### config.mk
export PLATFORM = sky130hd
export DESIGN_NAME = sorted_priority_queue
export DESIGN_NICKNAME = d
export VERILOG_FILES = /design/src/design/spq_pkg.sv /design/src/design/sorted_priority_queue.sv /design/src/design/spq_cell.sv
export SDC_FILE = /design/constraint.sdc
export NUM_CORES = 1
export LEC_CHECK = 0
export BUFFER_PORTS_ARGS = -buffer_cell sky130_fd_sc_hd__buf_2
export CORE_ASPECT_RATIO = 0.75
export CORE_MARGIN = 5
export CORE_UTILIZATION = 40
export DETAILED_ROUTE_END_ITERATION = 16
export PLACE_DENSITY = 0.58
export SYNTH_ARGS = -nofsm -noshare
export SYNTH_HDL_FRONTEND = slang
export SYNTH_HIERARCHICAL = 1
export SYNTH_SLANG_ARGS = --single-unit
### constraint.sdc
create_clock -name clk -period 8.2 [get_ports clk]
set_input_delay 0.82 -clock clk [delete_from_list [all_inputs] [get_ports clk]]
set_output_delay 0.82 -clock clk [all_outputs]
set_load 0.1 [all_outputs]
### src/design/spq_pkg.sv
package spq_pkg;

  localparam int DEPTH_DEF = 16;
  localparam int VALUE_BITS_DEF = 16;
  localparam int PRIORITY_BITS_DEF = 8;

  localparam int CMD_W = 2;
  localparam int STATUS_W = 2;

  localparam logic [CMD_W-1:0] CMD_ENQUEUE = 2'd0;
  localparam logic [CMD_W-1:0] CMD_DEQUEUE = 2'd1;
  localparam logic [CMD_W-1:0] CMD_CHANGE  = 2'd2;

  localparam logic [STATUS_W-1:0] STATUS_OK        = 2'd0;
  localparam logic [STATUS_W-1:0] STATUS_EMPTY     = 2'd1;
  localparam logic [STATUS_W-1:0] STATUS_FULL      = 2'd2;
  localparam logic [STATUS_W-1:0] STATUS_NOT_FOUND = 2'd3;

  typedef struct packed {
    logic ins;
    logic rem;
  } op_t;

endpackage

### src/design/sorted_priority_queue.sv
// the accepted command is registered as the pending word; its result word is registered once
// the output is free; change priority makes a remove pass and, if found, an insert pass
// throughput: 1 word per cycle for enqueue and dequeue while the output is not stalled,
// set by the single broadcast pass per cycle; change priority stalls input until done
// reset: synchronous, clears the entry count, the pending word and the output;
// cell contents are not cleared
module sorted_priority_queue #(
  parameter int DEPTH = spq_pkg::DEPTH_DEF,
  parameter int VALUE_BITS = spq_pkg::VALUE_BITS_DEF,
  parameter int PRIORITY_BITS = spq_pkg::PRIORITY_BITS_DEF,
  localparam int CNT_W = $clog2(DEPTH + 1),
  localparam int IN_W = ((VALUE_BITS + PRIORITY_BITS + 7) / 8) * 8,
  localparam int OUT_USED = 2 * VALUE_BITS + CNT_W + 1,
  localparam int OUT_W = ((OUT_USED + 7) / 8) * 8
) (
  input  logic                           clk,
  input  logic                           rst,
  input  logic                           s_tvalid,
  output logic                           s_tready,
  // item_value, item_priority
  input  logic [IN_W-1:0]                s_tdata,
  // cmd
  input  logic [spq_pkg::CMD_W-1:0]      s_tuser,
  output logic                           m_tvalid,
  input  logic                           m_tready,
  // removed_value, head_value, entry_count, queue_empty
  output logic [OUT_W-1:0]               m_tdata,
  // status
  output logic [spq_pkg::STATUS_W-1:0]   m_tuser
);
  import spq_pkg::*;

  localparam logic S_FIRST = 1'b0;
  localparam logic S_REINSERT = 1'b1;

  logic                     pend_valid;
  logic [CMD_W-1:0]         pend_cmd;
  logic [VALUE_BITS-1:0]    pend_value;
  logic [PRIORITY_BITS-1:0] pend_priority;

  logic             state, state_next;
  logic [CNT_W-1:0] count, count_next;

  logic [VALUE_BITS-1:0] removed_value, head_value, head_cand;
  logic [CNT_W-1:0]      entry_count;
  logic                  queue_empty;

  logic                  go, finish, head_force, in_accept;
  op_t                   op;
  logic [STATUS_W-1:0]   status_next;
  logic [VALUE_BITS-1:0] removed_next;

  logic [VALUE_BITS-1:0]    cell_value [DEPTH];
  logic [PRIORITY_BITS-1:0] cell_priority [DEPTH];
  logic [DEPTH-1:0]         cell_valid, cell_ge, cell_hit;

  assign go = pend_valid && (!m_tvalid || m_tready);
  assign s_tready = !pend_valid || (go && finish);
  assign in_accept = s_tvalid && s_tready;

  always_comb begin
    op = '0;
    finish = 1'b0;
    head_force = 1'b0;
    status_next = STATUS_OK;
    removed_next = '0;
    count_next = count;
    state_next = state;
    if (go) begin
      case (pend_cmd)
        CMD_ENQUEUE: begin
          finish = 1'b1;
          if (count == CNT_W'(DEPTH)) begin
            status_next = STATUS_FULL;
          end else begin
            op.ins = 1'b1;
            count_next = count + 1'b1;
          end
        end
        CMD_DEQUEUE: begin
          finish = 1'b1;
          if (count == '0) begin
            status_next = STATUS_EMPTY;
          end else begin
            op.rem = 1'b1;
            head_force = 1'b1;
            removed_next = cell_value[0];
            count_next = count - 1'b1;
          end
        end
        CMD_CHANGE: begin
          if (state == S_FIRST) begin
            op.rem = 1'b1;
            if (cell_hit[DEPTH-1]) begin
              count_next = count - 1'b1;
              state_next = S_REINSERT;
            end else begin
              finish = 1'b1;
              status_next = STATUS_NOT_FOUND;
            end
          end else begin
            op.ins = 1'b1;
            count_next = count + 1'b1;
            finish = 1'b1;
            state_next = S_FIRST;
          end
        end
        default: begin
          finish = 1'b1;
        end
      endcase
    end
  end

  always_comb begin
    if (op.ins) begin
      head_cand = cell_ge[0] ? cell_value[0] : pend_value;
    end else if (op.rem) begin
      head_cand = cell_hit[0] ? cell_value[1] : cell_value[0];
    end else begin
      head_cand = cell_value[0];
    end
  end

  genvar i;
  generate
    for (i = 0; i < DEPTH; i++) begin : g_cell
      logic [VALUE_BITS-1:0]    pv, nv;
      logic [PRIORITY_BITS-1:0] pp, np;
      logic                     pge, hin;

      assign cell_valid[i] = count > CNT_W'(i);

      if (i == 0) begin : g_first
        assign pv = '0;
        assign pp = '0;
        assign pge = 1'b1;
        assign hin = head_force;
      end else begin : g_mid
        assign pv = cell_value[i-1];
        assign pp = cell_priority[i-1];
        assign pge = cell_ge[i-1];
        assign hin = cell_hit[i-1];
      end

      if (i == DEPTH - 1) begin : g_last
        assign nv = '0;
        assign np = '0;
      end else begin : g_inner
        assign nv = cell_value[i+1];
        assign np = cell_priority[i+1];
      end

      spq_cell #(
        .VALUE_BITS(VALUE_BITS),
        .PRIORITY_BITS(PRIORITY_BITS)
      ) u_cell (
        .clk(clk),
        .op(op),
        .new_value(pend_value),
        .new_priority(pend_priority),
        .valid(cell_valid[i]),
        .prev_value(pv),
        .prev_priority(pp),
        .next_value(nv),
        .next_priority(np),
        .prev_ge(pge),
        .hit_in(hin),
        .value(cell_value[i]),
        .prio(cell_priority[i]),
        .ge(cell_ge[i]),
        .hit_out(cell_hit[i])
      );
    end
  endgenerate

  always_ff @(posedge clk) begin
    if (rst) begin
      pend_valid <= 1'b0;
      m_tvalid <= 1'b0;
      count <= '0;
      state <= S_FIRST;
    end else begin
      count <= count_next;
      state <= state_next;
      if (in_accept) begin
        pend_valid <= 1'b1;
      end else if (go && finish) begin
        pend_valid <= 1'b0;
      end
      if (go && finish) begin
        m_tvalid <= 1'b1;
      end else if (m_tready) begin
        m_tvalid <= 1'b0;
      end
    end
  end

  always_ff @(posedge clk) begin
    if (in_accept) begin
      pend_cmd <= s_tuser;
      pend_value <= s_tdata[VALUE_BITS-1:0];
      pend_priority <= s_tdata[VALUE_BITS +: PRIORITY_BITS];
    end
    if (go && finish) begin
      removed_value <= removed_next;
      head_value <= (count_next != '0) ? head_cand : '0;
      entry_count <= count_next;
      queue_empty <= (count_next == '0);
      m_tuser <= status_next;
    end
  end

  assign m_tdata = {{(OUT_W - OUT_USED){1'b0}}, queue_empty, entry_count, head_value,
                    removed_value};

endmodule

### src/design/spq_cell.sv
module spq_cell #(
  parameter int VALUE_BITS = spq_pkg::VALUE_BITS_DEF,
  parameter int PRIORITY_BITS = spq_pkg::PRIORITY_BITS_DEF
) (
  input  logic                     clk,
  input  spq_pkg::op_t             op,
  input  logic [VALUE_BITS-1:0]    new_value,
  input  logic [PRIORITY_BITS-1:0] new_priority,
  input  logic                     valid,
  input  logic [VALUE_BITS-1:0]    prev_value,
  input  logic [PRIORITY_BITS-1:0] prev_priority,
  input  logic [VALUE_BITS-1:0]    next_value,
  input  logic [PRIORITY_BITS-1:0] next_priority,
  input  logic                     prev_ge,
  input  logic                     hit_in,
  output logic [VALUE_BITS-1:0]    value,
  output logic [PRIORITY_BITS-1:0] prio,
  output logic                     ge,
  output logic                     hit_out
);
  import spq_pkg::*;

  logic [VALUE_BITS-1:0]    value_next;
  logic [PRIORITY_BITS-1:0] prio_next;
  logic                     match;

  assign ge = valid && (prio >= new_priority);
  assign match = valid && (value == new_value);
  assign hit_out = hit_in || match;

  always_comb begin
    value_next = value;
    prio_next = prio;
    if (op.ins) begin
      if (!ge) begin
        if (prev_ge) begin
          value_next = new_value;
          prio_next = new_priority;
        end else begin
          value_next = prev_value;
          prio_next = prev_priority;
        end
      end
    end else if (op.rem) begin
      if (hit_out) begin
        value_next = next_value;
        prio_next = next_priority;
      end
    end
  end

  always_ff @(posedge clk) begin
    value <= value_next;
    prio <= prio_next;
  end

endmodule

==> Word level (Yosys, flattened, before mapping) <==
Index checks and enable logic that the tools add are counted.
{ "word_totals": {"regBits": 458, "inputBits": 30} }
{ "classes": {"n_addsub": 2, "n_lt_le_gt_ge": 32, "n_eq_ne": 35, "n_mux": 188, "bitwise_logic": 2, "n_reduce_logical": 96} }
{ "op_table": {"columns": ["op", "n"], "rows": [
  ["$mux 16", 79],
  ["$mux 8", 79],
  ["$eq 16x16->1", 16],
  ["$ge 8x8->1", 16],
  ["$reduce_and 3->1", 16],
  ["$gt 5x4->1 const B", 8],
  ["$reduce_bool 2->1", 19],
  ["$logic_and 1x1->1", 35],
  ["$ne 2x2->1 const B", 16],
  ["$mux 5", 5],
  ["$gt 5x3->1 const B", 4],
  ["$logic_or 1x1->1", 18],
  ["$mux 1", 17],
  ["$pmux 5 s3", 1],
  ["$gt 5x1->1 const B", 2],
  ["$gt 5x2->1 const B", 2],
  ["$logic_not 5->1", 2],
  ["$mux 2", 4],
  ["$pmux 2 s3", 1],
  ["$add 5x1->5 const B", 1],
  ["$eq 5x5->1 const B", 1],
  ["$reduce_bool 5->1", 1],
  ["$sub 5x1->5 const B", 1],
  ["$pmux 1 s2", 2],
  ["7 further kinds", 9]
]} }

==> Longest topological paths before layout <==
{ "logic_depth": {"ltp_word": 28, "depth_mapped": 28, "mapped_depth_nobuf": 26} }

==> Modules after synthesis <==
Netlist, hierarchy kept.
{ "modules_own_cells": {"columns": ["mod", "instances", "cells_per_inst", "area_each_um2", "seq_area_each_um2"], "rows": [
  ["spq_cell", 16, 154, 1604.0, 720.7],
  ["sorted_priority_queue", 1, 299, 3557.2, 2142.1]
]} }

==> Least setup slack after synthesis <==
Ideal clock, no wire load.
{ "synth_timing": {"path_type": "register -> register", "from": "register m_tvalid", "to": "register pend_cmd[0] (enable)", "setup_time_ps": 418, "arrival_ps": 6309, "t_required_ps": 7782, "setup_slack_ps": 1473, "path_stages_with_launch": 23, "path_buffers": 0, "period_less_slack_ps": 6727, "cell_sequence": "dfxtp_1 > nand2b_1 > nand2_1 > nor3_1 > a41o_1 > a41o_1 > a41o_1 > a41o_1 > a41o_1 > a41o_1 > a41o_1 > a41o_1 > a41o_1 > a41o_1 > a41o_1 > a41o_1 > a41o_1 > a41o_1 > a41o_1 > a41o_1 > nand2_1 > nand2_1 > a21oi_1"} }
{ "synth_via": {"elab_chain_len": 27} }
{ "synth_lines": {"columns": ["element", "line_no", "rtl"], "rows": [
  ["start, declared", "sorted_priority_queue.sv:24", "output logic m_tvalid,"],
  ["start signal, assigned", "sorted_priority_queue.sv:180", "m_tvalid <= 1'b0;"],
  ["start signal, assigned", "sorted_priority_queue.sv:192", "m_tvalid <= 1'b1;"],
  ["start signal, assigned", "sorted_priority_queue.sv:194", "m_tvalid <= 1'b0;"],
  ["$logic_not 1->1", "sorted_priority_queue.sv:57", "assign go = pend_valid && (!m_tvalid || m_tready);"],
  ["$logic_or 1x1->1", "sorted_priority_queue.sv:57", null],
  ["$logic_and 1x1->1", "sorted_priority_queue.sv:57", null],
  ["$mux 1", "sorted_priority_queue.sv:69", "if (go) begin"],
  ["named net g_cell[0].hin", "sorted_priority_queue.sv:130", "logic pge, hin;"],
  ["$logic_or 1x1->1", "spq_cell.sv:29", "assign hit_out = hit_in || match;"],
  ["named net cell_hit[0]", "sorted_priority_queue.sv:55", "logic [DEPTH-1:0] cell_valid, cell_ge, cell_hit;"],
  ["$logic_or 1x1->1", "spq_cell.sv:29", null],
  ["named net cell_hit[1]", "sorted_priority_queue.sv:55", null],
  ["[... 1 more ...]", null, null],
  ["named net cell_hit[2]", "sorted_priority_queue.sv:55", null],
  ["[... 1 more ...]", null, null],
  ["named net cell_hit[3]", "sorted_priority_queue.sv:55", null],
  ["[... 1 more ...]", null, null],
  ["named net cell_hit[4]", "sorted_priority_queue.sv:55", null],
  ["[... 1 more ...]", null, null],
  ["named net cell_hit[5]", "sorted_priority_queue.sv:55", null],
  ["[... 1 more ...]", null, null],
  ["named net cell_hit[6]", "sorted_priority_queue.sv:55", null],
  ["[... 1 more ...]", null, null],
  ["named net cell_hit[7]", "sorted_priority_queue.sv:55", null],
  ["[... 1 more ...]", null, null],
  ["named net cell_hit[8]", "sorted_priority_queue.sv:55", null],
  ["[... 1 more ...]", null, null],
  ["named net cell_hit[9]", "sorted_priority_queue.sv:55", null],
  ["[... 1 more ...]", null, null],
  ["named net cell_hit[10]", "sorted_priority_queue.sv:55", null],
  ["[... 1 more ...]", null, null],
  ["named net cell_hit[11]", "sorted_priority_queue.sv:55", null],
  ["[... 1 more ...]", null, null],
  ["named net cell_hit[12]", "sorted_priority_queue.sv:55", null],
  ["[... 1 more ...]", null, null],
  ["named net cell_hit[13]", "sorted_priority_queue.sv:55", null],
  ["[... 1 more ...]", null, null],
  ["named net cell_hit[14]", "sorted_priority_queue.sv:55", null],
  ["[... 1 more ...]", null, null],
  ["named net cell_hit[15]", "sorted_priority_queue.sv:55", null],
  ["$mux 1", "sorted_priority_queue.sv:94", "if (cell_hit[DEPTH-1]) begin"],
  ["$mux 1", "sorted_priority_queue.sv:92", "if (state == S_FIRST) begin"],
  ["$mux 1", "sorted_priority_queue.sv:70", "case (pend_cmd)"],
  ["$mux 1", "sorted_priority_queue.sv:69", null],
  ["$logic_and 1x1->1", "sorted_priority_queue.sv:58", "assign s_tready = !pend_valid || (go && finish);"],
  ["$logic_or 1x1->1", "sorted_priority_queue.sv:58", null],
  ["$logic_and 1x1->1", "sorted_priority_queue.sv:59", "assign in_accept = s_tvalid && s_tready;"],
  ["named net in_accept", "sorted_priority_queue.sv:48", "logic go, finish, head_force, in_accept;"],
  ["end signal, assigned", "sorted_priority_queue.sv:201", "pend_cmd <= s_tuser;"],
  ["end, declared", "sorted_priority_queue.sv:37", "logic [CMD_W-1:0] pend_cmd;"]
]} }
The timed path passes the listed nets, and every way through them passes these cells.
A chain may end at the register's enable or synchronous reset.

==> Worst setup path after layout <==
{ "layout_timing": {"from": "register count[0]", "to": "output port s_tready"} }
{ "layout_via": {"word_cells_on_any_way": 58, "classes_between": "order compare: 16; mux: 7; reduce/logical: 35"} }
{ "layout_lines": {"columns": ["element", "line_no", "rtl"], "rows": [
  ["start, declared", "sorted_priority_queue.sv:42", "logic [CNT_W-1:0] count, count_next;"],
  ["start signal, assigned", "sorted_priority_queue.sv:184", "count <= count_next;"],
  ["$gt 5x1->1", "sorted_priority_queue.sv:132", "assign cell_valid[i] = count > CNT_W'(i);"],
  ["named net cell_valid[0]", "sorted_priority_queue.sv:55", null],
  ["$logic_and 1x1->1", "spq_cell.sv:28", "assign match = valid && (value == new_value);"],
  ["$logic_or 1x1->1", "spq_cell.sv:29", null],
  ["named net cell_hit[0]", "sorted_priority_queue.sv:55", null],
  ["$logic_or 1x1->1", "spq_cell.sv:29", null],
  ["named net cell_hit[1]", "sorted_priority_queue.sv:55", null],
  ["$logic_or 1x1->1", "spq_cell.sv:29", null],
  ["named net cell_hit[2]", "sorted_priority_queue.sv:55", null],
  ["[... 1 more ...]", null, null],
  ["named net cell_hit[3]", "sorted_priority_queue.sv:55", null],
  ["[... 1 more ...]", null, null],
  ["named net cell_hit[4]", "sorted_priority_queue.sv:55", null],
  ["[... 1 more ...]", null, null],
  ["named net cell_hit[5]", "sorted_priority_queue.sv:55", null],
  ["[... 1 more ...]", null, null],
  ["named net cell_hit[6]", "sorted_priority_queue.sv:55", null],
  ["[... 1 more ...]", null, null],
  ["named net cell_hit[7]", "sorted_priority_queue.sv:55", null],
  ["[... 1 more ...]", null, null],
  ["named net cell_hit[8]", "sorted_priority_queue.sv:55", null],
  ["[... 1 more ...]", null, null],
  ["named net cell_hit[9]", "sorted_priority_queue.sv:55", null],
  ["[... 1 more ...]", null, null],
  ["named net cell_hit[10]", "sorted_priority_queue.sv:55", null],
  ["[... 1 more ...]", null, null],
  ["named net cell_hit[11]", "sorted_priority_queue.sv:55", null],
  ["[... 1 more ...]", null, null],
  ["named net cell_hit[12]", "sorted_priority_queue.sv:55", null],
  ["[... 1 more ...]", null, null],
  ["named net cell_hit[13]", "sorted_priority_queue.sv:55", null],
  ["[... 1 more ...]", null, null],
  ["named net cell_hit[14]", "sorted_priority_queue.sv:55", null],
  ["$logic_or 1x1->1", "spq_cell.sv:29", null],
  ["named net cell_hit[15]", "sorted_priority_queue.sv:55", null],
  ["$mux 1", "sorted_priority_queue.sv:94", null],
  ["$mux 1", "sorted_priority_queue.sv:92", null],
  ["$mux 1", "sorted_priority_queue.sv:70", null],
  ["$mux 1", "sorted_priority_queue.sv:69", null],
  ["$logic_and 1x1->1", "sorted_priority_queue.sv:58", null],
  ["$logic_or 1x1->1", "sorted_priority_queue.sv:58", null],
  ["end, declared", "sorted_priority_queue.sv:19", "output logic s_tready,"]
]} }
The timed path passes the listed nets, and every way through them passes these cells.

==> flow_metrics.py <==
metrics = {
    "sta": {
        "skew_ns": 0.0284,
        "setup_viol": 0,
        "setup_tns_ns": 0,
        "rsz0062_at_grt": "no",
        "tightest_slew_ns": 1.11,
        "worst_hold_slack_ns": 0.368,
        "fin_crit_ns": 7.76,
        "max_freq_ghz": 0.129,
        "relSlewSlack_pct": 25.8,
        "fin_ws_ns": 0.440,
        "hold_viol_final": 0,
        "min_period_over_period_pct": 94.6,
        "slew_viol_final": 0,
    },
    "job": {
        "maxCapViolations": 0,
    },
    "clocking": {
        "cts_hold_buf": 0,
        "clock-sinks": 458,
        "cts_inserted_buffers": 50,
        "htreeDepth": 2,
        "cts_resized": 0,
        "root_buffer": "clkbuf_16",
        "cts_tree": "yes",
        "clock_latency_ns": 0.62,
        "post_cts_buffers": 0,
        "clkTransAtPathRegs_ns": 0.06,
        "ctsLongestPathBuffers": 3,
    },
    "synthesis": {
        "synth.cell_area_sq_um": 29200,
        "synth.avg_cell_area_sq_um": 10.6,
        "syn_inst": 2762,
        "yosys_warnings": 6,
    },
    "placed_design": {
        "hpwl_um": 59600,
        "io_buffers": 71,
        "gp_congestion": 0.844,
        "pre_cts_ws_ns": 0.938,
    },
    "detailed_routing": {
        "wirelength_um": 83300,
        "vias": 21600,
        "wl_per_cell_um": 21.7,
        "drt_iter0_drc": 1979,
        "via_per_inst": 5.62,
        "drc": 0,
        "drtAntennaViolNets": 0,
        "drt_first_pass_iters": 5,
    },
    "critical_path": {
        "slowest_delay_ns": 0.51,
        "startpoint_type": "flip-flop",
        "path_buf_inv": 3,
        "critical_path.max_fanout": 12,
        "startpoint": "count[0]",
        "slowest_stage": "nor4b_4",
        "cpMostUsedCell": "a41o_1",
        "path_cells": "inv_1 > ha_1 > nor4b_4 > inv_1 > a41o_1 > a41o_1 > a41o_1 > a41o_1 > a41o_1 > a41o_1 > a41o_1 > a41o_1 > a41o_1 > a41o_1 > a41o_1 > a41o_1 > a41o_1 > a41o_1 > a41o_1 > a41o_1 > nand2_1 > nand2_1 > nand2_1 > buf_2",
        "critPathArrivalTime_ns": 6.94,
        "crit_family": "compound AO/OA/AOI/OAI gates",
        "cp.required_ns": 7.38,
        "critPathCaptureType": "output port",
        "criticalPathCategory": "reg2out",
        "reg2reg_from": "count[0]",
    },
    "floorplan": {
        "design.core.area_sq_um": 72100,
        "start_util_pct": 40.5,
        "die-area_sq_um": 78600,
        "io_pins": 74,
        "dieHeight_um": 244,
        "num_rows": 85,
        "die_x_um": 322,
    },
    "grt": {
        "grt_max_degree": 241,
        "grt_use_total_pct": 20.5,
        "grt_pass1_vias": 20700,
        "grt_pass1_wl_um": 127000,
        "antenna_found_initial": 6,
        "globalRouteOverflowTotal": 0,
    },
    "run_status": {
        "status": "finished clean",
    },
    "power": {
        "ir_worst_vdd_v": 0.000139,
        "powerDensity_nw_per_um2": 177,
        "p_leak_nw": 11.7,
    },
    "hold_path": {
        "min-delay-start": "s_tdata[13]",
        "holdCritPathClass": "in2reg",
    },
    "final_layout": {
        "layout_common_cells": "edfxtp_1 (450), nor2_1 (411), a21oi_1 (407), mux2i_1 (386), xnor2_1 (193)",
        "layout_commonest_cell": "edfxtp_1",
        "area_growth_pct": 10.3,
        "fill_cells": 6857,
        "drive_above_1_share_pct": 8.70,
        "nets": 2999,
    },
}
routing by layer:
| layer | global-route usage (%) | share of wire, % | vias up |
|---|---|---|---|
| met3 | 5.81 | 9.4 | 86 |
| li1 | - | - | 10200 |
| met5 | 0 | 0 | - |
| met1 | 32.2 | 50 | 10600 |
| met2 | 27.8 | 39 | 690 |
| met4 | 3.81 | 1.5 | 0 |
cell type report:
| class | instances | area (sq um) | area share, % |
|---|---|---|---|
| inverter | 142 | 533 | 1.65 |
| multi-input combinational | 2065 | 14500 | 44.9 |
| sequential | 458 | 13700 | 42.4 |
| antenna | 2 | 5.00 | 0.0155 |
| clock inverter | 33 | 312 | 0.967 |
| timing repair buffer | 115 | 723 | 2.24 |
| clock buffer | 61 | 1300 | 4.04 |
| tap | 957 | 1200 | 3.72 |
worst paths after layout:
kind / end / depth (start not counted) / slack [ns]
worst min register to register: g_cell[14].u_cell/prio[2] / 2 / 0.61
worst min-delay path: pend_value[13] / 1 / 0.37
worst max register to register: head_value[4] / 27 / 0.82
worst max-delay path: s_tready / 24 / 0.44
report_power, final:
group	leakage, nW	total, mW	internal, mW	switching [mW]
clock network	0.785	2.29	1.29	0.995
registers	4.19	2.72	2.66	0.0614
logic	6.76	0.696	0.219	0.478
total	11.7	5.70	4.17	1.53
flip-flops by register name, summed over array words and instances (netlist names):
name                 count
g_cell.u_cell/value    256
g_cell.u_cell/prio     128
head_value              16
pend_value              16
removed_value           16
pend_priority            8
count                    5
entry_count              5
m_tuser                  2
pend_cmd                 2
m_tvalid                 1
pend_valid               1
queue_empty              1
state                    1
per-stage QoR:
step | area, sq um | total power [mW] | utilization [%] | std cells
after floorplan | 29400 | 3.26 | - | 2811
final | 32200 | 5.70 | 44.7 | 3833
after global routing | 32200 | 5.93 | 44.7 | 3831
after global placement | 30600 | 3.44 | 42.5 | 3737
after CTS | 32200 | 5.75 | 44.7 | 3831
after detailed placement | 30600 | 3.45 | 42.5 | 3737
No activity file was read; power rests on OpenSTA's default activity.
